$ cat config.mk
export PLATFORM = sky130hd
export DESIGN_NAME = apr_div
export DESIGN_NICKNAME = d
export VERILOG_FILES = /design/src/rtl/apr_pkg.sv /design/src/rtl/apr_div.sv
export VERILOG_INCLUDE_DIRS = /design/src /design/src/rtl
export SDC_FILE = /design/constraint.sdc
export NUM_CORES = 2
export LEC_CHECK = 0
export BUFFER_PORTS_ARGS = -buffer_cell sky130_fd_sc_hd__buf_2
export CAP_MARGIN = 10
export CORE_MARGIN = 5
export CORE_UTILIZATION = 50
export CTS_CLUSTER_DIAMETER = 150
export DETAILED_ROUTE_END_ITERATION = 8
export PLACE_DENSITY_LB_ADDON = 0.05
export SETUP_SLACK_MARGIN = 0.5
export SKIP_CTS_REPAIR_TIMING = 1
export SLEW_MARGIN = 20
export SYNTH_ARGS = -nofsm -noshare
export SYNTH_HDL_FRONTEND = slang
export SYNTH_SLANG_ARGS = --single-unit
$ cat constraint.sdc
create_clock -name clk -period 5.6 [get_ports clk]
set_input_delay 0 -clock clk [delete_from_list [all_inputs] [get_ports clk]]
set_output_delay 0 -clock clk [all_outputs]
set_load 0.005 [all_outputs]
$ cat src/rtl/assert_macros.svh
// Assertion macros shared by the projector RTL.
// Needs a clock named clk and an active-low reset named arst_n in scope.
`ifndef ASSERT_MACROS_SVH
`define ASSERT_MACROS_SVH

// Checked only while out of reset.
`define APR_ASSERT(lbl, prop, msg) \
	lbl: assert property (@(posedge clk) disable iff (!arst_n) prop) else $error(msg);

// Checked on every edge, reset included.
`define APR_ASSERT_ALWAYS(lbl, prop, msg) \
	lbl: assert property (@(posedge clk) prop) else $error(msg);

`endif

$ cat src/rtl/apr_pkg.sv
// Package for the attitude point projector: widths, register indexes, types.
// No dependencies.
package apr_pkg;

	localparam int COORD_BITS     = 12;
	localparam int OUT_BITS       = 16;
	localparam int TRIG_FRAC_BITS = 14;

	localparam int TRIG_W = 16;
	localparam int DIST_W = 12;
	localparam int IDX_W  = 3;
	localparam int CFG_W  = 16;

	localparam logic [IDX_W-1:0] REG_ROLL_COS  = 3'd0;
	localparam logic [IDX_W-1:0] REG_ROLL_SIN  = 3'd1;
	localparam logic [IDX_W-1:0] REG_PITCH_COS = 3'd2;
	localparam logic [IDX_W-1:0] REG_PITCH_SIN = 3'd3;
	localparam logic [IDX_W-1:0] REG_EYE_DIST  = 3'd4;

	function automatic int imax(input int a, input int b);
		return (a > b) ? a : b;
	endfunction

	// rotated numerators, scale 2^(2F)
	localparam int RX_W  = imax(imax(COORD_BITS + TRIG_W + TRIG_FRAC_BITS, COORD_BITS + 2 * TRIG_W),
		DIST_W + 1 + 2 * TRIG_W) + 2;
	localparam int MAG_W = RX_W + DIST_W;
	// depth, scale 2^F
	localparam int Z_W   = imax(COORD_BITS + TRIG_W, DIST_W + 1 + TRIG_W) + 1;
	localparam int DEN_W = Z_W + TRIG_FRAC_BITS + 1;
	localparam int NUM_W = imax(MAG_W + 1, Z_W + TRIG_FRAC_BITS) + 1;
	localparam int REM_W = imax(NUM_W, DEN_W + OUT_BITS) + 1;

	localparam int IN_TDATA_W  = ((2 * COORD_BITS + 7) / 8) * 8;
	localparam int OUT_TDATA_W = ((2 * OUT_BITS + 7) / 8) * 8;

	localparam logic signed [Z_W-1:0] Z_HALF = Z_W'(1) <<< (TRIG_FRAC_BITS - 1);

	typedef struct packed {
		logic signed [TRIG_W-1:0] cr;
		logic signed [TRIG_W-1:0] sr;
		logic signed [TRIG_W-1:0] cp;
		logic signed [TRIG_W-1:0] sp;
		logic [DIST_W-1:0]        d;
	} apr_cfg_t;

	localparam apr_cfg_t CFG_RST = '{
		cr: TRIG_W'(1 << TRIG_FRAC_BITS),
		sr: '0,
		cp: TRIG_W'(1 << TRIG_FRAC_BITS),
		sp: '0,
		d:  DIST_W'(300)
	};

	// fraction pair handed from the front end to the dividers
	typedef struct packed {
		logic [NUM_W-1:0] num_x;
		logic [NUM_W-1:0] num_y;
		logic [DEN_W-1:0] den;
		logic             neg_x;
		logic             neg_y;
		logic             clamped;
	} apr_frac_t;

	// saturate a rounded quotient magnitude into a signed result
	function automatic logic [OUT_BITS-1:0] apr_sat(input logic [OUT_BITS-1:0] q,
		input logic ovf, input logic neg);
		logic [OUT_BITS-1:0] lim;
		lim = OUT_BITS'(1) << (OUT_BITS - 1);
		if (neg) begin
			return (ovf || q > lim) ? lim : OUT_BITS'(-q);
		end
		return (ovf || q > lim - OUT_BITS'(1)) ? lim - OUT_BITS'(1) : q;
	endfunction

endpackage

$ cat src/rtl/apr_div.sv
// Pipelined restoring divider, one quotient bit per stage, with overflow flag.
// Depends on apr_pkg.
`include "assert_macros.svh"
module apr_div (
	input  logic                          clk,
	input  logic                          arst_n,
	input  logic                          en,
	input  logic                          in_valid,
	input  logic [apr_pkg::NUM_W-1:0]     num,
	input  logic [apr_pkg::DEN_W-1:0]     den,
	input  logic                          neg,
	input  logic                          tag,
	output logic                          out_valid,
	output logic [apr_pkg::OUT_BITS-1:0]  quo,
	output logic                          ovf,
	output logic                          neg_o,
	output logic                          tag_o
);
	import apr_pkg::*;

	localparam int N = OUT_BITS;

	logic                v_s   [0:N];
	logic [REM_W-1:0]    rem_s [0:N];
	logic [DEN_W-1:0]    dsr_s [0:N];
	logic [N-1:0]        quo_s [0:N];
	logic                ovf_s [0:N];
	logic                neg_s [0:N];
	logic                tag_s [0:N];

	always_ff @(posedge clk or negedge arst_n) begin
		if (!arst_n) begin
			v_s[0] <= 1'b0;
		end else if (en) begin
			v_s[0] <= in_valid;
		end
	end

	always_ff @(posedge clk) begin
		if (en) begin
			rem_s[0] <= REM_W'(num);
			dsr_s[0] <= den;
			quo_s[0] <= '0;
			ovf_s[0] <= REM_W'(num) >= (REM_W'(den) << N);
			neg_s[0] <= neg;
			tag_s[0] <= tag;
		end
	end

	for (genvar i = 0; i < N; i++) begin : g_step
		localparam int B = N - 1 - i;
		logic [REM_W-1:0] shd;
		logic             ge;
		assign shd = REM_W'(dsr_s[i]) << B;
		assign ge  = rem_s[i] >= shd;

		always_ff @(posedge clk or negedge arst_n) begin
			if (!arst_n) begin
				v_s[i+1] <= 1'b0;
			end else if (en) begin
				v_s[i+1] <= v_s[i];
			end
		end

		always_ff @(posedge clk) begin
			if (en) begin
				rem_s[i+1] <= ge ? rem_s[i] - shd : rem_s[i];
				quo_s[i+1] <= {quo_s[i][N-2:0], ge};
				dsr_s[i+1] <= dsr_s[i];
				ovf_s[i+1] <= ovf_s[i];
				neg_s[i+1] <= neg_s[i];
				tag_s[i+1] <= tag_s[i];
			end
		end
	end

	assign out_valid = v_s[N];
	assign quo       = quo_s[N];
	assign ovf       = ovf_s[N];
	assign neg_o     = neg_s[N];
	assign tag_o     = tag_s[N];

	`APR_ASSERT(a_rem_below, v_s[N] && !ovf_s[N] |-> rem_s[N] < REM_W'(dsr_s[N]),
		"final remainder not below divisor")

endmodule

==> results.yml <==
synth:
  synth_edf_count: 1898
  yosys-top-cells-area: "edfxtp_1 52%, ha_1 8.7%, a21oi_1 5.1%"
  synth_cell_types: 81
  avgSynthCellArea_um2: 10.8
  yosysTopAreaCell: "edfxtp_1"
  synth_nets: 11100
  async_reset_ff_share_pct: 0.888
  synth_top_area_share_pct: 52.0
  synth_seq_area_share_pct: 52.4
  synth_flop_cell: "edfxtp_1"
  ys_ff_latch: 1915
  synth_area_um2: 110000
  ys_warn_count: 0
  syn_inst: 10200
final_layout:
  final_area_um2: 124000
  syn_to_final_growth_pct: 12.7
  stdcell_count: 13600
  fillers: 18000
  drive_above_1_share_pct: 7.62
  finalNetCount: 11500
worst_hold_path:
  worstHoldPathType: "in -> reg"
  hold_path_end: "ovf_s[0][0]"
  hp-start: "num[60]"
  hold_depth: 5
placed_design:
  port_buffers: 131
  hpwl_um: 207000
  dpl.cell_count: 13000
  dpl_cell_area_um2: 114000
  place.gp.congestion: 0.958
clock_tree:
  cts_root_buffer: "clkbuf_16"
  cts_buffer_depth: 3
  cts_tree: "built"
  cts.htree.levels: 4
  clock_latency_ns: 0.88
  cts_buffers: 211
  clock-sinks: 1915
  path_clk_slew_ns: 0.06
pwr:
  power_density_nw_per_um2: 521
  leakagePower_nw: 49.8
  ir_drop_mv: 0.355
global_routing:
  antenna_found_initial: 5
  grt_pass1_vias: 78600
  grt_pass1_wl_um: 419000
  grt_max_degree: 164
  gr-total-overflow: 0
  grt_use_total_pct: 23.0
worst_setup_path:
  end_kind: "flip-flop"
  r2r-start: "rem_s[0][242]"
  worstPathArrival_ns: 5.39
  worstSetupPathType: "reg -> reg"
  reg2reg_to: "rem_s[0][268]"
  worstRegToRegCells: 11
  path_max_fanout: 28
  setup.worst_path.start_class: "flip-flop"
  required_ns: 6.21
  rrSetupSlack_ns: 0.83
die:
  initial_core_util_pct: 50.1
  die_h_um: 478
  num_rows: 172
  dieArea_um2: 229000
  die_x_um: 478
  coreArea_um2: 219000
  io_pins: 132
routing:
  dr.pass1.iters: 8
  wl_met3_um: 8570
  maxUsedRoutingLayer: "met4"
  post_drt_wl_per_cell_um: 19.8
  vias: 76900
  vias_per_cell: 5.65
  wirelength_um: 270000
  drt_iter0_markers: 4381
  drc: 0
  wl_met2_um: 144000
  drt-met1-wl_um: 98000
  ant_nets: 0
timing:
  relSlewSlack_pct: 14.4
  hold_violations: 0
  finalSetupViolations: 0
  period_minus_slack_ns: 4.77
  fin_skew_ns: 0.0534
  rsz0062_at_grt: "false"
  tightest_slew_ns: 1.27
  finalCritPeriodShare_pct: 85.3
  slew_violations: 0
  max_freq_mhz: 209
run:
  maxCapViolCount: 0
run_status:
  outcome: "finished clean"
sequential cells by signal, summed over array words and instances (netlist names):
| signal | cells |
|---|---|
| tag_s | 17 |
| neg_s | 17 |
| rem_s | 991 |
| out_valid | 1 |
| quo_s | 136 |
| ovf_s | 17 |
| v_s | 16 |
| dsr_s | 720 |
final cells by class:
cell class                      instances  area (um^2)  area share [%]
Timing Repair Buffer                  497         4260            3.45
Antenna cell                           12         30.0          0.0243
Tap cell                             2871         3590            2.91
Inverter                              938         3520            2.85
Multi-Input combinational cell       7011        47600            38.5
Clock inverter                        127         1620            1.31
Clock buffer                          257         5520            4.46
Sequential cell                      1915        57400            46.5
synth_stat cells, types with 15 or more instances:
cell type  instances
a31oi_1           94
xnor2_1          452
o21bai_1         122
a21oi_1         1111
nand3_1          201
and2_1            47
a2111oi_0         17
ha_1             765
clkbuf_1         282
mux2_2           161
nand2_1          669
o21a_1            79
xor2_1           285
o31a_1            17
nand4_1          175
a211oi_1          64
o31ai_1           58
nor2b_1           84
edfxtp_1        1898
nand2b_1          91
o21ai_0          540
o211ai_1          42
a21o_1           433
a221oi_1          32
or2_2             24
buf_1             32
inv_1            937
fa_1              15
and4_1            27
nor2_1           760
nor3_1           131
nand4b_1          17
or3_1             52
a21boi_0          28
dfrtp_1           17
and3_1            58
or4_1             28
nor4_1            97
how the worst max path moves through the flow:
stage / cells after the start / from / slack [ns] / to
after global placement: 10 / rem_s[0][242] / -0.89 / rem_s[0][268]
after global routing: 11 / rem_s[0][242] / 0.60 / rem_s[0][268]
final: 11 / rem_s[0][242] / 0.83 / rem_s[0][268]
after floorplan: 11 / rem_s[0][94] / 1.67 / rem_s[0][161]
after CTS: 11 / rem_s[0][242] / 0.64 / rem_s[0][268]
after detailed placement: 11 / rem_s[0][242] / 0.65 / rem_s[0][268]
worst max-delay path: stages (launching register included):
cell and delay (ns):
edfxtp_1 0.40, ha_1 0.42, nor2b_1 0.73, nand3_1 0.26, nor4_2 0.44, buf_4 0.27, a211oi_1 0.17, nor3b_1 0.19
a41o_1 0.25, nor2_4 0.73, buf_12 0.25, mux2_2 0.36
placed cells by master, fill, tap and decap left out, types with 27 or more instances in the layout:
master / instances
buf_2: 130
edfxtp_1: 1898
clkbuf_16: 213
and2_1: 47
a21o_1: 432
nor2b_1: 84
dlygate4sd3_1: 221
nand2b_1: 91
xnor2_1: 452
inv_1: 937
mux2_2: 161
o211ai_1: 42
nand3_1: 201
nand2_1: 669
and3_1: 58
a31oi_1: 94
nand4_1: 175
o21ai_0: 539
or4_1: 28
ha_1: 765
buf_4: 122
bufinv_16: 27
o21bai_1: 122
nor2_1: 758
or3_1: 52
a21oi_1: 1108
a221oi_1: 32
a21boi_0: 28
and4_1: 27
nor3_1: 130
clkinv_2: 33
o21a_1: 79
nor4_1: 90
xor2_1: 285
clkinv_1: 41
clkbuf_1: 42
a211oi_1: 63
o31ai_1: 57
layer usage:
| metal | up-vias | GRT usage [%] |
|---|---|---|
| li1 | 38200 | - |
| met1 | 36000 | 23.3 |
| met2 | 1952 | 44.3 |
| met3 | 799 | 2.60 |
| met4 | 0 | 14.4 |
| met5 | - | 0 |
stage by stage:
stage | hold WS, ns | total power [mW] | setup slack, ns | utilization (%) | setup TNS [ns]
after floorplan | -0.296 | 42.6 | 1.67 | - | 0
after global placement | -0.0759 | 49.7 | -0.894 | 52.2 | -32.26
after detailed placement | -0.0572 | 50.1 | 0.652 | 52.2 | 0
after CTS | -1.01 | 64.4 | 0.643 | 55.4 | 0
after global routing | 0.259 | 68.7 | 0.601 | 56.5 | 0
final | 0.241 | 64.4 | 0.826 | 56.5 | 0
cells by family (layout without fill, tap and decap cells):
group | Yosys count | after routing | synth area share, %
DFF | 1915 | 1915 | 52.4
buffers and inverters | 1267 | 1819 | 4.37
muxes | 169 | 169 | 1.73
other | 0 | 12 | 0
and+or+nand+nor | 2509 | 2509 | 10.9
adders and majority gates | 780 | 780 | 9.00
xor gates and xnor gates | 737 | 737 | 5.89
AOI/OAI and AO/OA | 2816 | 2816 | 15.7
where the power goes:
| group | internal [mW] | switching (mW) | leakage, nW | total, mW |
|---|---|---|---|---|
| Combinational | 11.6 | 16.0 | 27.7 | 27.6 |
| Clock | 8.28 | 5.77 | 3.44 | 14.1 |
| Sequential | 20.7 | 2.03 | 18.6 | 22.7 |
| Total | 40.6 | 23.8 | 49.8 | 64.4 |
No activity file was read; power rests on OpenSTA's default activity.
